### src/rtl/aavg_pkg.sv
// shared types and constants for the adc average and voltage guard block
// register map, register file struct, guard flag struct; no dependencies
package aavg_pkg;

  // fixed register widths
  localparam int REG_W      = 12;
  localparam int TIME_W     = 16;
  localparam int CFG_DATA_W = 32;
  localparam int CFG_ADDR_W = 5;
  localparam int CFG_IDX_W  = 3;

  typedef logic [REG_W-1:0]  reg_val_t;
  typedef logic [TIME_W-1:0] time_val_t;

  // register index, byte address is four times this
  typedef enum logic [CFG_IDX_W-1:0] {
    REG_VOLTAGE_OFFSET     = 3'd0,
    REG_RETURN_OFFSET      = 3'd1,
    REG_PHASE_U_OFFSET     = 3'd2,
    REG_PHASE_V_OFFSET     = 3'd3,
    REG_HIGH_VOLTAGE_LIMIT = 3'd4,
    REG_LOW_VOLTAGE_LIMIT  = 3'd5,
    REG_OVER_TIME          = 3'd6,
    REG_UNDER_TIME         = 3'd7
  } cfg_reg_t;

  // register file contents
  typedef struct packed {
    reg_val_t  voltage_offset;
    reg_val_t  return_offset;
    reg_val_t  phase_u_offset;
    reg_val_t  phase_v_offset;
    reg_val_t  high_voltage_limit;
    reg_val_t  low_voltage_limit;
    time_val_t over_time;
    time_val_t under_time;
  } cfg_regs_t;

  localparam cfg_regs_t CFG_RESET = '{
    voltage_offset:     12'd257,
    return_offset:      12'd0,
    phase_u_offset:     12'd0,
    phase_v_offset:     12'd0,
    high_voltage_limit: 12'd2000,
    low_voltage_limit:  12'd1000,
    over_time:          16'd1000,
    under_time:         16'd100
  };

  // trip flags from the guard
  typedef struct packed {
    logic under_voltage;
    logic over_voltage;
  } guard_flags_t;

endpackage

### src/rtl/aavg_cfg_regs.sv
// apb-style register file holding offsets, voltage limits and trip times
// depends on aavg_pkg for the register map and register struct
module aavg_cfg_regs (
  input  logic                              clk,
  input  logic                              rst_n,
  input  logic                              cfg_psel,
  input  logic                              cfg_penable,
  input  logic                              cfg_pwrite,
  input  logic [aavg_pkg::CFG_ADDR_W-1:0]   cfg_paddr,
  input  logic [aavg_pkg::CFG_DATA_W-1:0]   cfg_pwdata,
  output logic [aavg_pkg::CFG_DATA_W-1:0]   cfg_prdata,
  output logic                              cfg_pready,
  output aavg_pkg::cfg_regs_t               regs
);

  aavg_pkg::cfg_regs_t regs_r;
  aavg_pkg::cfg_regs_t regs_nxt;
  aavg_pkg::cfg_reg_t  reg_idx;
  logic                wr_en;

  assign cfg_pready = 1'b1;
  assign wr_en      = cfg_psel && cfg_penable && cfg_pwrite && cfg_pready;
  assign reg_idx    = aavg_pkg::cfg_reg_t'(cfg_paddr[aavg_pkg::CFG_ADDR_W-1:2]);
  assign regs       = regs_r;

  // register write decode
  always_comb begin
    regs_nxt = regs_r;
    if (wr_en) begin
      unique case (reg_idx)
        aavg_pkg::REG_VOLTAGE_OFFSET:
          regs_nxt.voltage_offset = cfg_pwdata[aavg_pkg::REG_W-1:0];
        aavg_pkg::REG_RETURN_OFFSET:
          regs_nxt.return_offset = cfg_pwdata[aavg_pkg::REG_W-1:0];
        aavg_pkg::REG_PHASE_U_OFFSET:
          regs_nxt.phase_u_offset = cfg_pwdata[aavg_pkg::REG_W-1:0];
        aavg_pkg::REG_PHASE_V_OFFSET:
          regs_nxt.phase_v_offset = cfg_pwdata[aavg_pkg::REG_W-1:0];
        aavg_pkg::REG_HIGH_VOLTAGE_LIMIT:
          regs_nxt.high_voltage_limit = cfg_pwdata[aavg_pkg::REG_W-1:0];
        aavg_pkg::REG_LOW_VOLTAGE_LIMIT:
          regs_nxt.low_voltage_limit = cfg_pwdata[aavg_pkg::REG_W-1:0];
        aavg_pkg::REG_OVER_TIME:
          regs_nxt.over_time = cfg_pwdata[aavg_pkg::TIME_W-1:0];
        aavg_pkg::REG_UNDER_TIME:
          regs_nxt.under_time = cfg_pwdata[aavg_pkg::TIME_W-1:0];
        default: regs_nxt = regs_r;
      endcase
    end
  end

  always_ff @(posedge clk) begin
    if (!rst_n) begin
      regs_r <= aavg_pkg::CFG_RESET;
    end else begin
      regs_r <= regs_nxt;
    end
  end

  // read mux
  always_comb begin
    unique case (reg_idx)
      aavg_pkg::REG_VOLTAGE_OFFSET:
        cfg_prdata = aavg_pkg::CFG_DATA_W'(regs_r.voltage_offset);
      aavg_pkg::REG_RETURN_OFFSET:
        cfg_prdata = aavg_pkg::CFG_DATA_W'(regs_r.return_offset);
      aavg_pkg::REG_PHASE_U_OFFSET:
        cfg_prdata = aavg_pkg::CFG_DATA_W'(regs_r.phase_u_offset);
      aavg_pkg::REG_PHASE_V_OFFSET:
        cfg_prdata = aavg_pkg::CFG_DATA_W'(regs_r.phase_v_offset);
      aavg_pkg::REG_HIGH_VOLTAGE_LIMIT:
        cfg_prdata = aavg_pkg::CFG_DATA_W'(regs_r.high_voltage_limit);
      aavg_pkg::REG_LOW_VOLTAGE_LIMIT:
        cfg_prdata = aavg_pkg::CFG_DATA_W'(regs_r.low_voltage_limit);
      aavg_pkg::REG_OVER_TIME:
        cfg_prdata = aavg_pkg::CFG_DATA_W'(regs_r.over_time);
      aavg_pkg::REG_UNDER_TIME:
        cfg_prdata = aavg_pkg::CFG_DATA_W'(regs_r.under_time);
      default: cfg_prdata = '0;
    endcase
  end

endmodule

### src/rtl/aavg_channel.sv
// one channel: offset removal, tap history with running sum, zero clamp
// depends on aavg_pkg for the offset register type
module aavg_channel #(
  parameter int AVERAGE_TAPS = 4,
  parameter int SAMPLE_BITS  = 12
) (
  input  logic                                              clk,
  input  logic                                              rst_n,
  input  logic                                              en,
  input  logic [SAMPLE_BITS-1:0]                            sample,
  input  aavg_pkg::reg_val_t                                offset,
  output logic [SAMPLE_BITS+$clog2(AVERAGE_TAPS)-1:0]       avg
);

  localparam int AVG_W  = SAMPLE_BITS + $clog2(AVERAGE_TAPS);
  localparam int DIFF_W = ((SAMPLE_BITS > aavg_pkg::REG_W) ? SAMPLE_BITS
                                                            : aavg_pkg::REG_W) + 1;
  localparam int SUM_W  = DIFF_W + $clog2(AVERAGE_TAPS);
  localparam logic [SUM_W-1:0] TAPS_K = SUM_W'(AVERAGE_TAPS);

  logic signed [DIFF_W-1:0] line_r [AVERAGE_TAPS];
  logic signed [SUM_W-1:0]  sum_r;
  logic signed [SUM_W-1:0]  sum_nxt;
  logic signed [DIFF_W-1:0] diff;
  logic signed [SUM_W-1:0]  off_scaled;

  // signed difference of sample and offset
  assign diff = $signed(DIFF_W'(sample) - DIFF_W'(offset));

  // running sum: add newest, drop the one leaving the line
  assign sum_nxt = sum_r + SUM_W'(diff) - SUM_W'(line_r[AVERAGE_TAPS-1]);

  // clamp to zero below offset times taps
  assign off_scaled = $signed(SUM_W'(offset) * TAPS_K);
  assign avg        = (sum_nxt < off_scaled) ? '0 : AVG_W'(sum_nxt);

  // history line and sum update
  always_ff @(posedge clk) begin
    if (!rst_n) begin
      for (int k = 0; k < AVERAGE_TAPS; k++) begin
        line_r[k] <= '0;
      end
      sum_r <= '0;
    end else if (en) begin
      line_r[0] <= diff;
      for (int k = 1; k < AVERAGE_TAPS; k++) begin
        line_r[k] <= line_r[k-1];
      end
      sum_r <= sum_nxt;
    end
  end

endmodule

### src/rtl/aavg_guard.sv
// over- and under-voltage up/down counters with trip flags
// depends on aavg_pkg for the register struct and flag struct
module aavg_guard #(
  parameter int AVERAGE_TAPS = 4,
  parameter int AVG_W        = 14
) (
  input  logic                   clk,
  input  logic                   rst_n,
  input  logic                   en,
  input  logic [AVG_W-1:0]       voltage_avg,
  input  aavg_pkg::cfg_regs_t    cfg,
  output aavg_pkg::guard_flags_t flags
);

  localparam int LIM_W = aavg_pkg::REG_W + $clog2(AVERAGE_TAPS);
  localparam int CMP_W = (AVG_W > LIM_W) ? AVG_W : LIM_W;
  localparam logic [CMP_W-1:0] TAPS_K = CMP_W'(AVERAGE_TAPS);

  aavg_pkg::time_val_t over_count_r;
  aavg_pkg::time_val_t over_count_nxt;
  aavg_pkg::time_val_t under_count_r;
  aavg_pkg::time_val_t under_count_nxt;
  logic [CMP_W-1:0]    high_scaled;
  logic [CMP_W-1:0]    low_scaled;
  logic                over_up;
  logic                under_up;

  // saturating up/down step
  function automatic aavg_pkg::time_val_t count_step(aavg_pkg::time_val_t cnt,
                                                     logic up);
    aavg_pkg::time_val_t res;
    if (up) begin
      res = (cnt == '1) ? cnt : cnt + 1'b1;
    end else begin
      res = (cnt == '0) ? cnt : cnt - 1'b1;
    end
    return res;
  endfunction

  // limits scaled to sum units
  assign high_scaled = CMP_W'(cfg.high_voltage_limit) * TAPS_K;
  assign low_scaled  = CMP_W'(cfg.low_voltage_limit) * TAPS_K;
  assign over_up     = CMP_W'(voltage_avg) > high_scaled;
  assign under_up    = CMP_W'(voltage_avg) <= low_scaled;

  assign over_count_nxt  = count_step(over_count_r, over_up);
  assign under_count_nxt = count_step(under_count_r, under_up);

  // flags follow the updated counts
  assign flags.over_voltage  = over_count_nxt >= cfg.over_time;
  assign flags.under_voltage = under_count_nxt > cfg.under_time;

  always_ff @(posedge clk) begin
    if (!rst_n) begin
      over_count_r  <= '0;
      under_count_r <= '0;
    end else if (en) begin
      over_count_r  <= over_count_nxt;
      under_count_r <= under_count_nxt;
    end
  end

  // counters only move on an item
  a_hold: assert property (@(posedge clk) disable iff (!rst_n)
    !en |=> $stable(over_count_r) && $stable(under_count_r))
    else $error("guard counters moved without an item");

  // counters step by at most one
  a_over_step: assert property (@(posedge clk) disable iff (!rst_n)
    en |=> (over_count_r == $past(over_count_r))
        || (over_count_r == aavg_pkg::TIME_W'($past(over_count_r) + 1'b1))
        || (over_count_r == aavg_pkg::TIME_W'($past(over_count_r) - 1'b1)))
    else $error("over counter jumped");

  a_under_step: assert property (@(posedge clk) disable iff (!rst_n)
    en |=> (under_count_r == $past(under_count_r))
        || (under_count_r == aavg_pkg::TIME_W'($past(under_count_r) + 1'b1))
        || (under_count_r == aavg_pkg::TIME_W'($past(under_count_r) - 1'b1)))
    else $error("under counter jumped");

endmodule

### src/rtl/adc_average_voltage_guard_core.sv
// path: an accepted item passes the input register, then the result register, which drives out_tvalid
// throughput: one item per cycle while out_tready is high; the filter sums and guard counters update in one pass
// backpressure: a stalled result holds in the result register while one more item waits
// reset (rst_n low, synchronous): histories, sums and counters clear to zero,
// registers return to their defaults, both pipeline registers empty
module adc_average_voltage_guard_core #(
  parameter int AVERAGE_TAPS = 4,
  parameter int SAMPLE_BITS  = 12
) (
  input  logic                                    clk,
  input  logic                                    rst_n,
  // voltage_sample, return_sample, phase_u_sample, phase_v_sample from bit 0
  input  logic [((4*SAMPLE_BITS+7)/8)*8-1:0]      in_tdata,
  input  logic                                    in_tvalid,
  output logic                                    in_tready,
  // voltage_average, return_average, phase_u_average, phase_v_average,
  // over_voltage, under_voltage from bit 0
  output logic [((4*(SAMPLE_BITS+$clog2(AVERAGE_TAPS))+2+7)/8)*8-1:0] out_tdata,
  output logic                                    out_tvalid,
  input  logic                                    out_tready,
  input  logic                                    cfg_psel,
  input  logic                                    cfg_penable,
  input  logic                                    cfg_pwrite,
  input  logic [aavg_pkg::CFG_ADDR_W-1:0]         cfg_paddr,
  input  logic [aavg_pkg::CFG_DATA_W-1:0]         cfg_pwdata,
  output logic [aavg_pkg::CFG_DATA_W-1:0]         cfg_prdata,
  output logic                                    cfg_pready
);

  localparam int CHANNELS   = 4;
  localparam int AVG_W      = SAMPLE_BITS + $clog2(AVERAGE_TAPS);
  localparam int IN_W       = CHANNELS * SAMPLE_BITS;
  localparam int OUT_W      = CHANNELS * AVG_W + 2;
  localparam int OUT_DATA_W = ((OUT_W + 7) / 8) * 8;

  aavg_pkg::cfg_regs_t    regs;
  aavg_pkg::guard_flags_t flags;
  aavg_pkg::reg_val_t     ch_offset [CHANNELS];
  logic [AVG_W-1:0]       ch_avg    [CHANNELS];

  logic             s1_valid_r;
  logic             s1_valid_nxt;
  logic [IN_W-1:0]  s1_data_r;
  logic [IN_W-1:0]  s1_data_nxt;
  logic             out_valid_r;
  logic             out_valid_nxt;
  logic [OUT_W-1:0] out_data_r;
  logic [OUT_W-1:0] out_data_nxt;
  logic             in_accept;
  logic             advance;

  // register file
  aavg_cfg_regs u_cfg (
    .clk         (clk),
    .rst_n       (rst_n),
    .cfg_psel    (cfg_psel),
    .cfg_penable (cfg_penable),
    .cfg_pwrite  (cfg_pwrite),
    .cfg_paddr   (cfg_paddr),
    .cfg_pwdata  (cfg_pwdata),
    .cfg_prdata  (cfg_prdata),
    .cfg_pready  (cfg_pready),
    .regs        (regs)
  );

  // handshake: input register moves into result register when it is free
  assign advance   = s1_valid_r && (!out_valid_r || out_tready);
  assign in_tready = !s1_valid_r || advance;
  assign in_accept = in_tvalid && in_tready;

  assign s1_valid_nxt  = in_accept ? 1'b1 : (advance ? 1'b0 : s1_valid_r);
  assign s1_data_nxt   = in_accept ? in_tdata[IN_W-1:0] : s1_data_r;
  assign out_valid_nxt = advance ? 1'b1 : (out_tready ? 1'b0 : out_valid_r);

  // per-channel offsets
  assign ch_offset[0] = regs.voltage_offset;
  assign ch_offset[1] = regs.return_offset;
  assign ch_offset[2] = regs.phase_u_offset;
  assign ch_offset[3] = regs.phase_v_offset;

  // filter channels
  for (genvar c = 0; c < CHANNELS; c++) begin : g_chan
    aavg_channel #(
      .AVERAGE_TAPS (AVERAGE_TAPS),
      .SAMPLE_BITS  (SAMPLE_BITS)
    ) u_chan (
      .clk    (clk),
      .rst_n  (rst_n),
      .en     (advance),
      .sample (s1_data_r[c*SAMPLE_BITS +: SAMPLE_BITS]),
      .offset (ch_offset[c]),
      .avg    (ch_avg[c])
    );
  end

  // voltage trip counters
  aavg_guard #(
    .AVERAGE_TAPS (AVERAGE_TAPS),
    .AVG_W        (AVG_W)
  ) u_guard (
    .clk         (clk),
    .rst_n       (rst_n),
    .en          (advance),
    .voltage_avg (ch_avg[0]),
    .cfg         (regs),
    .flags       (flags)
  );

  // result packing
  assign out_data_nxt = advance ? {flags.under_voltage, flags.over_voltage,
                                   ch_avg[3], ch_avg[2], ch_avg[1], ch_avg[0]}
                                : out_data_r;

  always_ff @(posedge clk) begin
    if (!rst_n) begin
      s1_valid_r  <= 1'b0;
      out_valid_r <= 1'b0;
    end else begin
      s1_valid_r  <= s1_valid_nxt;
      out_valid_r <= out_valid_nxt;
    end
  end

  always_ff @(posedge clk) begin
    s1_data_r  <= s1_data_nxt;
    out_data_r <= out_data_nxt;
  end

  assign out_tvalid = out_valid_r;
  assign out_tdata  = OUT_DATA_W'(out_data_r);

  // a waiting item is neither lost nor altered while the result side stalls
  a_s1_hold: assert property (@(posedge clk) disable iff (!rst_n)
    s1_valid_r && !advance |=> s1_valid_r && $stable(s1_data_r))
    else $error("waiting input item lost");

endmodule

### config.mk
export PLATFORM = sky130hd
export DESIGN_NAME = adc_average_voltage_guard_core
export DESIGN_NICKNAME = d
export VERILOG_FILES = /design/src/rtl/aavg_pkg.sv /design/src/rtl/aavg_cfg_regs.sv /design/src/rtl/aavg_channel.sv /design/src/rtl/aavg_guard.sv /design/src/rtl/adc_average_voltage_guard_core.sv
export SDC_FILE = /design/constraint.sdc
export NUM_CORES = 1
export LEC_CHECK = 0
export ABC_AREA = 1
export BUFFER_PORTS_ARGS = -buffer_cell sky130_fd_sc_hd__buf_2
export CORE_MARGIN = 3
export CORE_UTILIZATION = 50
export CTS_CLUSTER_DIAMETER = 40
export DETAILED_ROUTE_END_ITERATION = 16
export PLACE_DENSITY = 0.68
export SYNTH_ARGS = -nofsm -noshare
export SYNTH_HDL_FRONTEND = slang
export SYNTH_HIERARCHICAL = 1
export SYNTH_SLANG_ARGS = --single-unit
### constraint.sdc
create_clock -name clk -period 8.3 [get_ports clk]
set_input_delay 0.83 -clock clk [delete_from_list [all_inputs] [get_ports clk]]
set_output_delay 0.83 -clock clk [all_outputs]
set_load 0.02 [all_outputs]
======== After elaboration in Yosys (flattened, before gate mapping) ========
Memory sizes are Yosys's and may differ from the RTL's.
Index checks and enable logic that the tools add are counted.
Widths: inputs -> output; s select.
word-level totals
  register bits after elaboration ......... 304
  input port bits ......................... 92
  memories ................................ 4
  logic and storage cells ................. 127
  bits in writable memories ............... 208
operators by class
  reductions and logical operators ........ 21
  $add $sub $neg .......................... 16
  equality and inequality tests ........... 9
  bitwise operators ....................... 16
  mux-type cells .......................... 32
  $lt $le $gt $ge ......................... 8
memories
  memory                   words  bits a word  read ports  clocked after Yosys merged registers in  write ports  line                text
  g_chan[0].u_chan.line_r  4      13           4           0                                        4            aavg_channel.sv:21  logic signed [DIFF_W-1:0] line_r [AVERAGE_TAPS];
  g_chan[1].u_chan.line_r  4      13           4           0                                        4            aavg_channel.sv:21
  g_chan[2].u_chan.line_r  4      13           4           0                                        4            aavg_channel.sv:21
  g_chan[3].u_chan.line_r  4      13           4           0                                        4            aavg_channel.sv:21
operators by type and width
  operator               number
  $pmux 32 s8            1
  $mux 13                16
  $mux 16                6
  $add 15x13->15         4
  $lt 15x15->1           4
  $sub 15x13->15         4
  $sub 12x12->13         4
  $add 16x1->16 const B  2
  $eq 16x16->1 const B   2
  $logic_not 16->1       2
  $sub 16x1->16 const B  2
  $ge 16x16->1           1
  $gt 16x16->1           1
  $or 1x1->1             16
  $reduce_and 2->1       8
  $gt 14x14->1           1
  $le 14x14->1           1
  $mux 14                1
  $eq 3x3->1 const B     4
  $mux 1                 8
  $eq 3x2->1 const B     2
  $logic_and 1x1->1      4
  $reduce_bool 2->1      2
  $eq 3x1->1 const B     1
  other kinds (3)        5

======== Depth between registers and ports, before layout ========
  depth in word-level cells ............... 8
  gate-level depth with buffers ........... 53
  gate-level depth less buffers ........... 53

======== Hierarchy ========
Netlist, hierarchy kept.
by module, submodules not included
  module                                area each (sq um)  cells an instance  times used  seq. area each (sq um)
  aavg_channel at g_chan[0].u_chan ...  4663.2             558                2           1861.8
  aavg_channel at g_chan[2].u_chan ...  4623.2             565                2           1861.8
  aavg_guard                            5232.5             929                1           640.6
  aavg_cfg_regs                         5011.1             710                1           2082.0
  adc_average_voltage_guard_core        3326.9             126                1           3223.1

======== Least setup slack after synthesis ========
OpenSTA, ideal clock, no wires.
  path type ............................... register to register
  from .................................... reg u_cfg.regs_r, in the netlist u_cfg/regs[92]
  to ...................................... reg out_data_r[57] (data pin)
  arrival time ............................ 6.140 ns
  slack ................................... 1.883 ns
  cell stages (with the launch flop) ...... 40
  data required time ...................... 8.024 ns
  period minus slack after synthesis ...... 6.417 ns
  cell sequence ........................... dfxtp_1 > ha_1 > fa_1 > inv_1 > nand3_1 > nand2_1 > a21oi_1 > xor2_1 > fa_1 > inv_1 > ha_1 > a21oi_1 > o21ai_0 > nand3b_1 > xor2_1 > inv_1 > ha_1 > nand2_1 > [... 4 more ...] > nand2_1 > nand2_1 > nand2_4 > buf_12 > nor2_4 > ha_1 > nand4_1 > nor2_1 > nand4_2 > nand2_2 > buf_2 > nand2_1 > nand2_1 > inv_1 > ha_1 > nand2_1 > nor4_1 > a22oi_1
RTL lines
  what                    line                                   text
  from (decl)             aavg_cfg_regs.sv:16                    aavg_pkg::cfg_regs_t regs_r;
  from (signal assigned)  aavg_cfg_regs.sv:54                    regs_r <= aavg_pkg::CFG_RESET;
  from (signal assigned)  aavg_cfg_regs.sv:56                    regs_r <= regs_nxt;
  to (signal assigned)    adc_average_voltage_guard_core.sv:126  out_data_r <= out_data_nxt;
  to (decl)               adc_average_voltage_guard_core.sv:47   logic [OUT_W-1:0] out_data_r;

==> impl_results.md <==
* Run status: completed
* Std cell rows at 92
* Number of hold buffers added after cts at 0
* Iteration-0 DRC Markers at 2178
* Synthesized instance count at between 4k and 5k
* Crit. End Element: flop
* Switching power share of the total at 43.99%
* Clock slew at reported path FFs at about 60 ps
* Gpl congestion at a little over 0.9
* Number of setup violations in the final report at 0
* R2R setup slack at 690 ps
* End-of-flow core utilization at 57.52%
* Accumulated negative setup slack at 0 ps
* Number of routed nets with antenna violations at 0
* Netlist area before placement at about 0.032 mm^2
* Htree depth at 3
* Max Slew Vio Count at 0
* Clock Skews at 37.22 ps
* Die area at just under 0.07 mm^2
* Combinational share of power at 49.4%
* Standard cell with the maximum stage delay on the critical path: sky130_fd_sc_hd__fa_1
* Xor-xnor portion of the synthesized cell area at 2.180%
* CP Max Fanout at 16
* Hold endpoint: s1_data_r[45]$_DFFE_PP_
* Arithmetic-cell share of the synthesized area counting full adders, half adders and majority gates at 12.03%
* Number of fillers in the final layout at 5785
* Count of cells along the worst register-to-register path at 43
* Number of detailed-routing iterations run before antenna repair at 8
* Wire length of the first global-routing pass at between 100000 and 150000 um
* Max Root-Sink Buffers at 3
* Final Hold Fails at 0
* Effective utilization at floorplan at 50.77%
* Clock network fraction of design power at between 20% and 30%
* Classification of the worst setup path: reg -> reg
* Number of enable-type register cells in the synthesized netlist at 314
* Final period demand of the worst path at 7607 ps
* Top Family by Delay on Critical Path: simple AND/OR/NAND/NOR gates
* Synth async-reset ratio at 0%
* Pin count of the biggest net entering global routing at between 60 and 70
* Sequential-to-total area share from yosys stat at 41.67%
* Slowest Stage Delay on Critical Path at roughly 520 ps
* Required @ worst endpoint at 8790 ps
* Hold Startpoint: in_tdata[45]
* Worst hold path stage count at 1
* Total net switching power at 0.006114 W
* Sequential cell fraction of total power at 23.6%
* Area fraction in compound gates after synthesis at 7.563%
* Setup repair after global routing missed its margin: no
* PostCTS Resize Cnt at 0
* Root cell of the clock tree: sky130_fd_sc_hd__clkbuf_16
* Core region area at 0.06331 mm^2
* Share of the clock period used by the worst path after layout at between 90% and 100%
* Max capacitance violation total at 0
* Number of different library cells in the post-synthesis netlist at 54
* Reg-to-Reg End: out_data_r[56]$_DFFE_PP_
* Overall via count from detail_route at between 20k and 30k
* Total Routing Usage GR at 23.78%
* Clock tree from TritonCTS: built
* Share of synthesized area spent on multiplexers at 0%
* Remaining DRCs at 0
* Hold WC Path Type: in -> reg
* Overall die height at 259.6 um
* Critical path depth in cells at 43
* Num Clock Sinks at 512
* Via/cell ratio at 5.074
* Startpoint of the worst register-to-register path: u_cfg/regs[92]$_SDFFE_PN1P_
* Horizontal die dimension at between 200 and 300 um
* I/O pin cnt at between 150 and 200
* Peak supply drop at between 0.0002 and 0.00025 V
* FMAX at 0.1315 GHz
* Number of global-route vias before repair at between 20k and 25k
* Number of buffers inserted by post-CTS setup repair at 0
* Leakage Power at between 15 and 20 nW
* Layout Area Growth over Synthesis at 13.30%
* Combinational family with the most area after synthesis: simple AND/OR/NAND/NOR gates
* Worst path bufs/invs at 6
* CP startpoint kind: flop
* #FFs+latches synth at 512
* Total power per unit cell area at 381.6 mW/mm^2
* Post-DR wirelength/cell at between 15 and 20 um
* Number of warnings printed during yosys synthesis at 6
* Max-Slew Margin vs Limit at 33.85%
* Clock buffers created by TritonCTS at 85
* Global route total overflow at 0
* Proportion of layout cells with a drive suffix above 1 at 11.86%
* Worst-margin pin slew at about 990 ps
* Total Routed Length at around 80000 um
* Most frequent cell on the critical path: sky130_fd_sc_hd__nand2_1
* Internal Power at just under 0.008 W
* Number of antenna violations at the first check in global routing at 13
* Port Buf Inserts at 149
* Mean instance size in the synthesized netlist at 8.014 um^2
* WP data arrival at roughly 8100 ps
* Fraction of the mapped netlist area in simple logic gates at 24.81%
* Main flop type after synthesis: sky130_fd_sc_hd__edfxtp_1
* Layout Nets at 4498
* Hpwl dp at 58220 um
* Clock latency on the worst-skew pair at 650 ps
==> power groups by stage <==
stage / sequential (W) / clock (W) / combinational, W
after detailed placement: 0.00332 / 0 / 0.00678
after CTS: 0.00328 / 0.00383 / 0.00685
after global routing: 0.00331 / 0.00394 / 0.00780
after global placement: 0.00332 / 0 / 0.00663
after floorplan: 0.00337 / 0 / 0.00513
final: 0.00328 / 0.00376 / 0.00686
==> cell usage in the layout (no fill, tap or decap), types with 14 or more instances in the layout <==
| cell type | n |
|---|---|
| sky130_fd_sc_hd__a21o_1 | 15 |
| sky130_fd_sc_hd__a21oi_1 | 147 |
| sky130_fd_sc_hd__a21oi_2 | 23 |
| sky130_fd_sc_hd__buf_2 | 148 |
| sky130_fd_sc_hd__buf_4 | 21 |
| sky130_fd_sc_hd__clkbuf_16 | 85 |
| sky130_fd_sc_hd__conb_1 | 23 |
| sky130_fd_sc_hd__dfxtp_1 | 198 |
| sky130_fd_sc_hd__edfxtp_1 | 314 |
| sky130_fd_sc_hd__fa_1 | 60 |
| sky130_fd_sc_hd__ha_1 | 213 |
| sky130_fd_sc_hd__inv_1 | 737 |
| sky130_fd_sc_hd__inv_2 | 19 |
| sky130_fd_sc_hd__inv_6 | 16 |
| sky130_fd_sc_hd__nand2_1 | 735 |
| sky130_fd_sc_hd__nand2_2 | 32 |
| sky130_fd_sc_hd__nand3_1 | 218 |
| sky130_fd_sc_hd__nand3_2 | 14 |
| sky130_fd_sc_hd__nand4_1 | 88 |
| sky130_fd_sc_hd__nor2_1 | 566 |
| sky130_fd_sc_hd__nor2_2 | 39 |
| sky130_fd_sc_hd__nor2_4 | 30 |
| sky130_fd_sc_hd__nor3_1 | 44 |
| sky130_fd_sc_hd__o21ai_0 | 157 |
| sky130_fd_sc_hd__o21ai_1 | 18 |
| sky130_fd_sc_hd__o22ai_1 | 30 |
| sky130_fd_sc_hd__xnor2_1 | 16 |
| sky130_fd_sc_hd__xor2_1 | 64 |
==> per-stage QoR <==
stage               area [um^2]  power (W)  setup slack [ps]  cells  hold slack [ps]
floorplan                 32220   0.008509              1883   4031            425.9
global placement          33280   0.009950             914.4   4892            437.8
detailed placement        33280    0.01010             856.5   4892            442.0
CTS                       36390    0.01395             795.4   5052            322.8
global route              36400    0.01505             116.8   5055            327.4
finish                    36420    0.01390             692.8   5062            360.9
==> layout make-up <==
class / instances / area [um^2] / area share, %
clock inverters: 68 / 927.1 / 2.546
inverters: 759 / 2854 / 7.837
repair buffers: 169 / 898.4 / 2.467
well taps: 846 / 1059 / 2.907
diodes: 10 / 25.02 / 0.06871
clock buffers: 92 / 2183 / 5.995
flip-flops and latches: 512 / 13390 / 36.77
multi-input cells: 2606 / 15080 / 41.41
==> registers in the layout (all words and copies together) (netlist names) <==
signal / flops
u_cfg/regs: 104
g_chan.u_chan/sum_r: 60
u_guard/over_count_r: 16
out_tvalid: 1
u_guard/under_count_r: 16
g_chan.u_chan/line_r: 208
s1_valid_r: 1
s1_data_r: 48
out_data_r: 58
==> per-layer routing <==
layer	wire length (um)	GRT usage (%)	vias to the layer above
li1	-	-	13030
met1	36560	32.68	11860
met2	36630	37.96	657
met3	5075	4.848	139
met4	2133	7.132	6
met5	40	0	-
==> synth_stat cells, types with 4 or more instances <==
| library cell | instances | area share, % |
|---|---|---|
| sky130_fd_sc_hd__o21a_1 | 6 | 0.14 |
| sky130_fd_sc_hd__buf_1 | 4 | 0.047 |
| sky130_fd_sc_hd__o21ai_1 | 18 | 0.28 |
| sky130_fd_sc_hd__a21o_1 | 15 | 0.35 |
| sky130_fd_sc_hd__nand3_4 | 4 | 0.22 |
| sky130_fd_sc_hd__a22o_1 | 4 | 0.11 |
| sky130_fd_sc_hd__inv_1 | 738 | 8.6 |
| sky130_fd_sc_hd__a21oi_2 | 23 | 0.63 |
| sky130_fd_sc_hd__and2_1 | 4 | 0.078 |
| sky130_fd_sc_hd__buf_2 | 44 | 0.69 |
| sky130_fd_sc_hd__o21ai_0 | 157 | 2.4 |
| sky130_fd_sc_hd__o22ai_1 | 30 | 0.58 |
| sky130_fd_sc_hd__nand2_1 | 739 | 8.6 |
| sky130_fd_sc_hd__clkinv_1 | 6 | 0.070 |
| sky130_fd_sc_hd__nor2_2 | 39 | 0.76 |
| sky130_fd_sc_hd__nand3_1 | 218 | 3.4 |
| sky130_fd_sc_hd__fa_1 | 60 | 3.7 |
| sky130_fd_sc_hd__xnor2_1 | 16 | 0.44 |
| sky130_fd_sc_hd__ha_1 | 213 | 8.3 |
| sky130_fd_sc_hd__clkbuf_1 | 51 | 0.60 |
| sky130_fd_sc_hd__a21oi_1 | 148 | 2.3 |
| sky130_fd_sc_hd__dfxtp_1 | 198 | 12 |
| sky130_fd_sc_hd__nand2_2 | 28 | 0.54 |
| sky130_fd_sc_hd__nor3_1 | 44 | 0.69 |
| sky130_fd_sc_hd__clkbuf_2 | 6 | 0.093 |
| sky130_fd_sc_hd__o21bai_1 | 10 | 0.23 |
| sky130_fd_sc_hd__nand4_1 | 88 | 1.7 |
| sky130_fd_sc_hd__o211ai_1 | 7 | 0.16 |
| sky130_fd_sc_hd__o2111ai_1 | 4 | 0.11 |
| sky130_fd_sc_hd__nor2_1 | 566 | 6.6 |
| sky130_fd_sc_hd__nor2_4 | 30 | 1.1 |
| sky130_fd_sc_hd__edfxtp_1 | 314 | 29 |
| sky130_fd_sc_hd__inv_2 | 14 | 0.16 |
| sky130_fd_sc_hd__nand2_4 | 5 | 0.18 |
| sky130_fd_sc_hd__nand3_2 | 14 | 0.44 |
| sky130_fd_sc_hd__xor2_1 | 64 | 1.7 |
| sky130_fd_sc_hd__nand3b_1 | 10 | 0.23 |
| sky130_fd_sc_hd__buf_4 | 32 | 0.75 |
| sky130_fd_sc_hd__buf_6 | 13 | 0.46 |
==> cells by family (layout without fill, tap and decap cells) <==
family,count (synthesis),in the layout
buffers and inverters,913,1088
other,3,33
DFF,512,512
adders and majority gates,273,273
xor gates and xnor gates,80,80
AOI/OAI and AO/OA,431,431
and+or+nand+nor,1799,1799
==> worst max path at each step <==
| stage | startpoint | to |
|---|---|---|
| finish | u_cfg/regs[92]$_SDFFE_PN1P_ | out_data_r[56]$_DFFE_PP_ |
| global route | u_cfg/regs[96]$_SDFFE_PN0P_ | out_data_r[56]$_DFFE_PP_ |
| CTS | u_cfg/regs[92]$_SDFFE_PN1P_ | out_data_r[56]$_DFFE_PP_ |
| detailed placement | u_cfg/regs[92]$_SDFFE_PN1P_ | out_data_r[56]$_DFFE_PP_ |
| global placement | u_cfg/regs[92]$_SDFFE_PN1P_ | out_data_r[57]$_DFFE_PP_ |
| floorplan | u_cfg/regs[92]$_SDFFE_PN1P_ | out_data_r[57]$_DFFE_PP_ |
==> worst register-to-register path, delay by kind of cell (launching register included) <==
kind,cells,cell delay (ps)
xor gates and xnor gates,2,520
and+or+nand+nor,24,3040
DFF,1,370
adders and majority gates,7,2390
buffers and inverters,6,430
AOI/OAI and AO/OA,4,730
Power figures use the tool's default switching activity.
